$ cat src/base64_stream_decoder_macros.svh
// assertion macros for the base64 stream decoder
// expects i_clk and i_rst_n in the scope where a macro is used
`ifndef BASE64_STREAM_DECODER_MACROS_SVH
`define BASE64_STREAM_DECODER_MACROS_SVH

// same-cycle implication, checked out of reset
`define B64SD_ASSERT_NOW(label, ante, cons) \
    label: assert property (@(posedge i_clk) disable iff (!i_rst_n) (ante) |-> (cons)) \
        else $error("b64sd assertion failed");

// next-cycle implication, checked out of reset
`define B64SD_ASSERT_NEXT(label, ante, cons) \
    label: assert property (@(posedge i_clk) disable iff (!i_rst_n) (ante) |=> (cons)) \
        else $error("b64sd assertion failed");

`endif

$ cat src/b64sd_pkg.sv
// shared types, constants and the character map of the base64 stream decoder
// no dependencies
package b64sd_pkg;

    localparam int unsigned SYMBOL_W = 8;
    localparam int unsigned SEXTET_W = 6;
    localparam int unsigned BYTE_W   = 8;

    typedef logic [SYMBOL_W-1:0] t_symbol;
    typedef logic [SEXTET_W-1:0] t_sextet;
    typedef logic [BYTE_W-1:0]   t_byte;

    // place of a character within its group of four
    typedef enum logic [1:0] {
        POS_FIRST  = 2'd0,
        POS_SECOND = 2'd1,
        POS_THIRD  = 2'd2,
        POS_FOURTH = 2'd3
    } t_group_pos;

    localparam t_symbol CH_PAD_EQ  = 8'h3D;  // '='
    localparam t_symbol CH_PAD_DOT = 8'h2E;  // '.'
    localparam t_symbol CH_UPPER_A = 8'h41;
    localparam t_symbol CH_UPPER_Z = 8'h5A;
    localparam t_symbol CH_LOWER_A = 8'h61;
    localparam t_symbol CH_LOWER_Z = 8'h7A;
    localparam t_symbol CH_DIGIT_0 = 8'h30;
    localparam t_symbol CH_DIGIT_9 = 8'h39;
    localparam t_symbol CH_PLUS    = 8'h2B;
    localparam t_symbol CH_MINUS   = 8'h2D;
    localparam t_symbol CH_SLASH   = 8'h2F;
    localparam t_symbol CH_UNDER   = 8'h5F;

    localparam t_symbol LOWER_BASE = 8'd26;
    localparam t_symbol DIGIT_BASE = 8'd52;
    localparam t_sextet SEXTET_62  = 6'd62;
    localparam t_sextet SEXTET_63  = 6'd63;

    // map one character to its sextet, anything outside the alphabet gives zero
    function automatic t_sextet sextet_of(input t_symbol c);
        t_symbol v;
        v = '0;
        case (c) inside
            [CH_UPPER_A:CH_UPPER_Z]: v = c - CH_UPPER_A;
            [CH_LOWER_A:CH_LOWER_Z]: v = c - CH_LOWER_A + LOWER_BASE;
            [CH_DIGIT_0:CH_DIGIT_9]: v = c - CH_DIGIT_0 + DIGIT_BASE;
            CH_PLUS, CH_MINUS:       v = {2'b00, SEXTET_62};
            CH_SLASH, CH_UNDER:      v = {2'b00, SEXTET_63};
            default:                 v = '0;
        endcase
        return v[SEXTET_W-1:0];
    endfunction

    function automatic logic is_pad(input t_symbol c);
        return (c == CH_PAD_EQ) || (c == CH_PAD_DOT);
    endfunction

endpackage

$ cat src/b64sd_if.sv
// valid/ready channel interfaces for characters in and bytes out
// depends on b64sd_pkg
interface b64sd_sym_if
    import b64sd_pkg::*;
();
    logic    valid;
    logic    ready;
    t_symbol symbol;
    logic    end_of_block;

    modport source (output valid, output symbol, output end_of_block, input ready);
    modport sink (input valid, input symbol, input end_of_block, output ready);
endinterface

interface b64sd_byte_if
    import b64sd_pkg::*;
();
    logic  valid;
    logic  ready;
    t_byte data_byte;

    modport source (output valid, output data_byte, input ready);
    modport sink (input valid, input data_byte, output ready);
endinterface

$ cat src/base64_stream_decoder.sv
// base64 stream decoder, one character per word in, one byte per word out
// depends on b64sd_pkg, b64sd_if and b64sd_group
//
// i_sym carries one character (symbol) and an end_of_block flag per word;
// o_byte carries one decoded data_byte per word. Both are valid/ready and a
// word moves on a rising edge with valid and ready high.
// The first character of a group of four gives no byte, each later one gives
// one byte, and padding ('=' or '.') in the third or fourth place silences
// the rest of its group. end_of_block puts the next character back at the
// first place of a group, so unpadded tails decode in full.
// A character passes the input register, then the character map and byte
// assembly into the output register. Throughput is one character per cycle,
// set by the single group-state update, while the receiver does not stall.
// A stalled receiver holds the output register; the input register still
// takes a character if the one it holds gives no byte, otherwise
// i_sym.ready drops until the output frees up. Reset clears the group state
// and both valid flags; no bytes are pending afterward.
module base64_stream_decoder
    import b64sd_pkg::*;
(
    input  logic          i_clk,
    input  logic          i_rst_n,
    b64sd_sym_if.sink     i_sym,
    b64sd_byte_if.source  o_byte
);

    logic    r_in_valid;
    t_symbol r_in_symbol;
    logic    r_in_eob;
    logic    r_out_valid;
    t_byte   r_out_byte;
    logic    emit;
    t_byte   dec_byte;
    logic    out_free;
    logic    advance;

    // hand the registered character on when its byte, if any, has room
    assign out_free    = !r_out_valid || o_byte.ready;
    assign advance     = r_in_valid && (!emit || out_free);
    assign i_sym.ready = !r_in_valid || advance;

    // input register
    always_ff @(posedge i_clk) begin
        if (!i_rst_n) begin
            r_in_valid <= 1'b0;
        end else if (i_sym.ready) begin
            r_in_valid <= i_sym.valid;
        end
    end

    always_ff @(posedge i_clk) begin
        if (i_sym.ready && i_sym.valid) begin
            r_in_symbol <= i_sym.symbol;
            r_in_eob    <= i_sym.end_of_block;
        end
    end

    b64sd_group u_group (
        .i_clk          (i_clk),
        .i_rst_n        (i_rst_n),
        .i_step         (advance),
        .i_symbol       (r_in_symbol),
        .i_end_of_block (r_in_eob),
        .o_emit         (emit),
        .o_data_byte    (dec_byte)
    );

    // output register
    always_ff @(posedge i_clk) begin
        if (!i_rst_n) begin
            r_out_valid <= 1'b0;
        end else if (advance && emit) begin
            r_out_valid <= 1'b1;
        end else if (o_byte.ready) begin
            r_out_valid <= 1'b0;
        end
    end

    always_ff @(posedge i_clk) begin
        if (advance && emit) begin
            r_out_byte <= dec_byte;
        end
    end

    assign o_byte.valid     = r_out_valid;
    assign o_byte.data_byte = r_out_byte;

endmodule

$ cat src/b64sd_group.sv
// group tracking state and byte assembly for one registered character
// depends on b64sd_pkg and base64_stream_decoder_macros.svh
`include "base64_stream_decoder_macros.svh"

module b64sd_group
    import b64sd_pkg::*;
(
    input  logic    i_clk,
    input  logic    i_rst_n,
    input  logic    i_step,
    input  t_symbol i_symbol,
    input  logic    i_end_of_block,
    output logic    o_emit,
    output t_byte   o_data_byte
);

    t_group_pos r_pos, n_pos;
    t_sextet    r_prev;
    logic       r_pad, n_pad;
    t_sextet    cur;
    logic       pad_char;

    assign cur      = sextet_of(i_symbol);
    assign pad_char = is_pad(i_symbol);

    // byte assembly and next group state
    always_comb begin
        o_emit      = 1'b0;
        o_data_byte = '0;
        n_pad       = r_pad;
        case (r_pos)
            POS_FIRST: begin
                n_pad = 1'b0;
            end
            POS_SECOND: begin
                o_emit      = 1'b1;
                o_data_byte = {r_prev, cur[5:4]};
            end
            POS_THIRD: begin
                if (r_pad || pad_char) begin
                    n_pad = 1'b1;
                end else begin
                    o_emit      = 1'b1;
                    o_data_byte = {r_prev[3:0], cur[5:2]};
                end
            end
            POS_FOURTH: begin
                if (r_pad || pad_char) begin
                    n_pad = 1'b1;
                end else begin
                    o_emit      = 1'b1;
                    o_data_byte = {r_prev[1:0], cur};
                end
            end
            default: begin
                n_pad = r_pad;
            end
        endcase
        n_pos = t_group_pos'(r_pos + 2'd1);
        if (i_end_of_block) begin
            n_pos = POS_FIRST;
            n_pad = 1'b0;
        end
    end

    // state advances once per character taken
    always_ff @(posedge i_clk) begin
        if (!i_rst_n) begin
            r_pos  <= POS_FIRST;
            r_pad  <= 1'b0;
            r_prev <= '0;
        end else if (i_step) begin
            r_pos  <= n_pos;
            r_pad  <= n_pad;
            r_prev <= cur;
        end
    end

    `B64SD_ASSERT_NEXT(a_eob_realigns, i_step && i_end_of_block, r_pos == POS_FIRST && !r_pad)
    `B64SD_ASSERT_NOW(a_first_silent, i_step && r_pos == POS_FIRST, !o_emit)
    `B64SD_ASSERT_NOW(a_pad_silent, r_pad && (r_pos == POS_THIRD || r_pos == POS_FOURTH), !o_emit)

endmodule
$ cat src/flat_wrapper.sv
// flat-port wrapper written by rule: the top's interface ports become plain ports
module base64_stream_decoder_flat import b64sd_pkg::*;
  (i_clk, i_rst_n, i_sym_valid, i_sym_symbol, i_sym_end_of_block, i_sym_ready, o_byte_valid, o_byte_data_byte, o_byte_ready);
  b64sd_sym_if i_sym_i ();
  b64sd_byte_if o_byte_i ();
  input  logic i_clk;
  input  logic i_rst_n;
  input wire logic [$bits(i_sym_i.valid)-1:0] i_sym_valid;
  input wire logic [$bits(i_sym_i.symbol)-1:0] i_sym_symbol;
  input wire logic [$bits(i_sym_i.end_of_block)-1:0] i_sym_end_of_block;
  output wire logic [$bits(i_sym_i.ready)-1:0] i_sym_ready;
  output wire logic [$bits(o_byte_i.valid)-1:0] o_byte_valid;
  output wire logic [$bits(o_byte_i.data_byte)-1:0] o_byte_data_byte;
  input wire logic [$bits(o_byte_i.ready)-1:0] o_byte_ready;
  assign i_sym_i.valid = i_sym_valid;
  assign i_sym_i.symbol = i_sym_symbol;
  assign i_sym_i.end_of_block = i_sym_end_of_block;
  assign i_sym_ready = i_sym_i.ready;
  assign o_byte_valid = o_byte_i.valid;
  assign o_byte_data_byte = o_byte_i.data_byte;
  assign o_byte_i.ready = o_byte_ready;
  base64_stream_decoder u_core (.i_clk(i_clk), .i_rst_n(i_rst_n), .i_sym(i_sym_i), .o_byte(o_byte_i));
endmodule
$ cat config.mk
export PLATFORM = sky130hd
export DESIGN_NAME = base64_stream_decoder_flat
export DESIGN_NICKNAME = d
export VERILOG_FILES = /design/src/b64sd_pkg.sv /design/src/b64sd_if.sv /design/src/base64_stream_decoder.sv /design/src/b64sd_group.sv /design/src/flat_wrapper.sv
export VERILOG_INCLUDE_DIRS = /design/src /design/src/src
export SDC_FILE = /design/constraint.sdc
export NUM_CORES = 1
export LEC_CHECK = 0
export ABC_CLOCK_PERIOD_IN_PS = 2800
export BUFFER_PORTS_ARGS = -buffer_cell sky130_fd_sc_hd__buf_4
export CORE_ASPECT_RATIO = 2
export CORE_MARGIN = 5
export CORE_UTILIZATION = 29
export DETAILED_ROUTE_END_ITERATION = 8
export PLACE_DENSITY = 0.44
export SLEW_MARGIN = 10
export SYNTH_ARGS = -nofsm -noshare
export SYNTH_HDL_FRONTEND = slang
export SYNTH_SLANG_ARGS = --single-unit
$ cat constraint.sdc
create_clock -name i_clk -period 2.8 [get_ports i_clk]
set_input_delay 0.7 -clock i_clk [delete_from_list [all_inputs] [get_ports i_clk]]
set_output_delay 0.7 -clock i_clk [all_outputs]
set_load 0.005 [all_outputs]
# [Word-level counts from Yosys, hierarchy flattened]
# Cells that the tools add are included.
[word_totals] register_bits=28 latch_bits=0 ram_bits=0 romBits=0 in_bits=13 out_inout_bits=10 wordCells=67 memories=0
[classes] n_addsub=6 multipliers=0 div_mod_pow=0 n_lt_le_gt_ge=6 n_eq_ne=10 shifts=0 mux=16 n_bitwise=0 n_reduce_logical=21
[ops] op="== test 8 x 6 -> 1 bit (second input constant)" n=5
[ops] op="2-to-1 mux 6 bit" n=5
[ops] op="case mux 8 bit (3 select lines)" n=1
[ops] op=">= comparator 8 x 7 -> 1 bit (second input constant)" n=2
[ops] op="<= comparator 8 x 7 -> 1 bit (second input constant)" n=2
[ops] op="2-to-1 mux 8 bit" n=2
[ops] op="subtractor 6 bit (second input constant)" n=2
[ops] op="== test 8 x 7 -> 1 bit (second input constant)" n=1
[ops] op=">= comparator 8 x 6 -> 1 bit (second input constant)" n=1
[ops] op="<= comparator 8 x 6 -> 1 bit (second input constant)" n=1
[ops] op="adder 6 x 5 -> 6 bit (second input constant)" n=1
[ops] op="adder 6 bit (second input constant)" n=1
[ops] op="logical AND 1 bit" n=6
[ops] op="OR reduction 2 bit" n=3
[ops] op="subtractor 6 x 1 -> 6 bit (second input constant)" n=1
[ops] op="logical OR 1 bit" n=5
[ops] op="2-to-1 mux 1 bit" n=5
[ops] op="== test 2 bit (second input constant)" n=2
[ops] op="case mux 1 bit (2 select lines)" n=2
[ops] op="zero test 1 bit" n=3
[ops] op="!= test 3 x 1 -> 1 bit (second input constant)" n=1
[ops] op="AND reduction 3 bit" n=1
[ops] op="nonzero test 3 bit" n=1
[ops] op="adder 2 x 1 -> 2 bit (second input constant)" n=1
[ops] op="other kinds (4)" n=4

# [Longest topological paths before layout]
[logic_depth] ltp_word=10 ltp_mapped=10 ltp_nobuf=9

# [Hierarchy]
# From an unflattened synthesis, not the netlist that was laid out.
[unflattened] hier_cells=189 area_unflattened_um2=1860.5
[by_module_without_submodules] module="b64sd_group" n_inst=1 cells_each=160 area_each_um2=1232.4 seq_area_each_um2=180.2
[by_module_without_submodules] module="base64_stream_decoder" n_inst=1 cells_each=29 area_each_um2=628.1 seq_area_each_um2=550.5

# [Worst setup path after synthesis]
# Ideal clock, no wire load.
[synth_path] path_type="reg-to-output" from="reg u_core.r_in_symbol[1]" to="out i_sym_ready" arrival_time_ns=1.866 required_time_ns=2.100 setup_slack_ns=0.234 stages_incl_launch_ff=8 path_buffers=0 cell_sequence="edfxtp_1 -> inv_1 -> ha_1 -> mux2_1 -> a31oi_2 -> mux2i_1 -> nand2b_1 -> or2_1"
[synth_between] elab_chain_len=9 word_cells_on_any_way=10 classes_between="eq/ne (2); mux (2); reduce/logical (6)"
[synth_lines] element="start: declaration" line="base64_stream_decoder.sv:28" source="t_symbol r_in_symbol;"
[synth_lines] element="start signal: assignment" line="base64_stream_decoder.sv:53" source="r_in_symbol <= i_sym.symbol;"
[synth_lines] element="== test 8 x 6 -> 1 bit" line="b64sd_pkg.sv:55" source="return (c == CH_PAD_EQ) || (c == CH_PAD_DOT);"
[synth_lines] element="logical OR 1 bit (*)" line="b64sd_pkg.sv:55"
[synth_lines] element="logical OR 1 bit (*)" line="b64sd_group.sv:40, b64sd_group.sv:48"
[synth_lines] element="2-to-1 mux 1 bit (*)" line="b64sd_group.sv:40, b64sd_group.sv:48"
[synth_lines] element="case mux 1 bit (2 select lines) (*)" line="b64sd_group.sv:31" source="case (r_pos)"
[synth_lines] element="zero test 1 bit (*)" line="base64_stream_decoder.sv:39" source="assign advance = r_in_valid && (!emit || out_free);"
[synth_lines] element="logical OR 1 bit (*)" line="base64_stream_decoder.sv:39"
[synth_lines] element="logical AND 1 bit (*)" line="base64_stream_decoder.sv:39"
[synth_lines] element="logical OR 1 bit (*)" line="base64_stream_decoder.sv:40" source="assign i_sym.ready = !r_in_valid || advance;"
[synth_lines] element="end: declaration" line="flat_wrapper.sv:11" source="output wire logic [$bits(i_sym_i.ready)-1:0] i_sym_ready;"
# Mark *: on every way between the ends. The rest lies on a longest branch, timed or not.

# [Worst setup path in the final report]
[layout_path] from="reg u_core.r_in_symbol[0]" to="out i_sym_ready"
# The elaborated chain is that of the path after synthesis.

==> results.sh <==
export IMPL_synth_common_cells="17 x edfxtp_1, 17 x nand2_1, 16 x nor2_1"
export IMPL_viasPerCell=5.101
export IMPL_fin_util_pct=37.81
export IMPL_setup_viol=0
export IMPL_coreArea_sq_um=6569
export IMPL_fin_ws_ns=0.05814
export IMPL_p_leak_uw=0.0009457
export IMPL_r2r_end="u_core.o_byte.data_byte[0]"
export IMPL_synthAdderAreaFrac_pct=8.442
export IMPL_die_height_um=125.3
export IMPL_vias=1719
export IMPL_synth_top_cell_by_area="edfxtp_1"
export IMPL_cts_sinks=28
export IMPL_hold_class="reg2reg"
export IMPL_synthArstFlopShare_pct=0
export IMPL_area_growth_pct=28.90
export IMPL_worst_r2r_cell_count=9
export IMPL_io_buffers=22
export IMPL_grt_max_degree=19
export IMPL_synth_seq_area_share_pct=37.92
export IMPL_synthTopCellsByArea="edfxtp_1 26%, dfxtp_1 11%, ha_1 8.4%"
export IMPL_crit_path_start_kind="flip-flop"
export IMPL_track_usage_pct=13.60
export IMPL_worstPathRequired_ns=2.10
export IMPL_hold_start="u_core.r_in_valid"
export IMPL_ant_nets=0
export IMPL_slew_headroom_pct=48.80
export IMPL_hpwlAfterDp_um=4462
export IMPL_rows=42
export IMPL_yosysWarnings=0
export IMPL_worstPathMaxFanout=4
export IMPL_clkTransAtPathRegs_ns=0.07
export IMPL_cp_arrival_ns=2.04
export IMPL_first_pass_iters=4
export IMPL_worstMarginPinSlew_ns=0.7651
export IMPL_drv_cap=0
export IMPL_routed_wirelength_um=5395
export IMPL_netlist_area_leader_share_pct=26.49
export IMPL_gp_routability_congestion=0.8418
export IMPL_min_period_ns=2.742
export IMPL_endpoint_kind="primary output"
export IMPL_grt_overflow=0
export IMPL_whs_path_depth=2
export IMPL_placedCellCount=332
export IMPL_synth_edf_count=17
export IMPL_crit_reg2reg_launch="u_core.r_in_symbol[3]"
export IMPL_outcome="finished, final reports clean"
export IMPL_cts_root_buf="clkbuf_16"
export IMPL_grt_pass1_wl_um=8625
export IMPL_holdBufCountCts=0
export IMPL_fin_nets=276
export IMPL_synth_compound_area_share_pct=22.34
export IMPL_antenna_found_initial=0
export IMPL_nFillCells=694
export IMPL_power_total_uw=1106
export IMPL_dieArea_sq_um=8474
export IMPL_powerDensity_nw_per_um2=445.2
export IMPL_skew_ns=0.005431
export IMPL_slew_violations=0
export IMPL_synth_xor_area_share_pct=0.4545
export IMPL_ys_types=61
export IMPL_rsz0062_at_grt="yes"
export IMPL_drive_gt1_share_pct=28.92
export IMPL_critPathKind="reg2out"
export IMPL_pin_count=23
export IMPL_whs_endpoint="u_core.o_byte.valid"
export IMPL_cts_tree="done"
export IMPL_instances_no_fill=337
export IMPL_synthMuxAreaShare_pct=1.688
export IMPL_antenna_cells=0
export IMPL_dpl_instance_area_sq_um=2356
export IMPL_post_drt_wl_per_cell_um=16.01
export IMPL_syn_nets=229
export IMPL_postSynthAreaPerCell_sq_um=9.492
export IMPL_cts_max_level=1
export IMPL_synth_top_family_by_area="simple AND/OR/NAND/NOR gates"
export IMPL_cts_buffers=3
export IMPL_synth_flop_cell="edfxtp_1"
export IMPL_finalHoldViolCount=0
export IMPL_ys_ff_latch=28
export IMPL_reg2reg_setup_slack_ns=0.21
export IMPL_final_area_sq_um=2484
export IMPL_fp_dieW_um=67.64
export IMPL_first_iter_violations=123
export IMPL_clk_latency_ns=0.27
export IMPL_fin_crit_sh_pct=97.92
export IMPL_start_util_pct=29.33
export IMPL_synthCells=203
export IMPL_max_freq_mhz=364.7
export IMPL_cts_max_path_buffers=2
export IMPL_grt_pass1_vias=1718
export IMPL_ir_drop_mv=0.2073
export IMPL_synthSimpleGateAreaFrac_pct=25.26
export IMPL_post_route_drc_count=0
export IMPL_synth_area_sq_um=1927
export IMPL_pre_cts_ws_ns=0.2133
-- logic make-up (layout without fill, tap and decap cells) --
| family | count (synthesis) | after routing |
|---|---|---|
| xor+xnor | 1 | 1 |
| buf+inv | 16 | 62 |
| flops | 28 | 28 |
| mux | 3 | 3 |
| fa+ha+maj | 13 | 13 |
| compound gates | 57 | 57 |
| simple gates | 85 | 85 |
-- worst max-delay path, cell delays in order, from the launching register on --
cell,delay [ns]
edfxtp_1,0.39
inv_2,0.08
ha_2,0.19
mux2_4,0.28
a31oi_4,0.19
mux2i_1,0.11
nand2b_1,0.16
or2_1,0.24
buf_4,0.15
-- layout make-up --
type / count / area [sq um] / share of cell area, %
multi-input combinational: 159 / 1141 / 45.94
sequential: 28 / 730.7 / 29.42
timing repair buffer: 49 / 367.9 / 14.81
tap: 88 / 110.1 / 4.433
clock buffer: 4 / 100.1 / 4.030
inverter: 9 / 33.78 / 1.360
-- per-stage QoR --
step	hold WS (ns)	setup TNS, ns
2_1_floorplan	0.4839	0
3_3_place_gp	0.5296	0
3_5_place_dp	0.5164	0
4_1_cts	0.5311	0
5_1_grt	0.5756	-0.05214
6_report	0.5201	0
-- state kept, by name, indices dropped and copies added (netlist names) --
register and flops:
u_core.o_byte.valid 1, u_core.r_in_symbol 8, u_core.r_in_valid 1, u_core.r_in_eob 1, u_core.u_group.r_pos 2, u_core.u_group.r_prev 6, u_core.u_group.r_pad 1, u_core.o_byte.data_byte 8
-- report_power, final --
part / total, uW / internal, uW / switching (uW)
clock: 395 / 249 / 146
combinational: 233 / 108 / 125
sequential: 478 / 456 / 22.2
total: 1110 / 813 / 293
-- layout by cell type (no fill, tap or decap), drive strengths merged, types with 2 or more instances in the layout --
master / instances
edfxtp: 17
or3b: 2
a311oi: 4
a31oi: 4
buf: 49
nand3: 4
nand2b: 8
ha: 13
inv: 9
o21ai: 14
dfxtp: 11
a21oi: 7
a211oi: 4
o211a: 4
or3: 4
o211ai: 3
nand4: 3
nor2b: 8
nor3: 6
nor3b: 4
nor4: 3
nand2: 17
a21boi: 2
clkbuf: 4
a222oi: 4
mux2: 2
nor2: 17
a22oi: 2
and2: 6
-- worst max-delay path by stage --
stage                          start                         end  slack, ns  cells past startpoint
5_1_grt        u_core.r_in_symbol[0]                 i_sym_ready      -0.05                      8
3_3_place_gp   u_core.r_in_symbol[3]  u_core.o_byte.data_byte[0]       0.18                      9
2_1_floorplan  u_core.r_in_symbol[1]                 i_sym_ready       0.23                      7
6_report       u_core.r_in_symbol[0]                 i_sym_ready       0.06                      8
3_5_place_dp   u_core.r_in_symbol[3]  u_core.o_byte.data_byte[2]       0.21                      9
4_1_cts        u_core.r_in_symbol[0]                 i_sym_ready       0.02                      8
-- per-layer routing --
layer / vias to the layer above / share of wire (%) / GRT usage (%)
met1: 790 / 34 / 12.73
met4: 0 / 7.0 / 9.450
met5: - / 0 / 0
met2: 50 / 56 / 25.39
li1: 855 / - / -
met3: 24 / 3.0 / 1.526
-- what timing repair did --
item	4_1_cts	5_1_grt
cloned	0	0
pin swaps	1	1
endpoints found under the setup margin	1	4
setup buffers	1	0
endpoints found under the hold margin	0	0
resized for setup	1	5
Note: power is estimated with default switching activity, not from simulation.
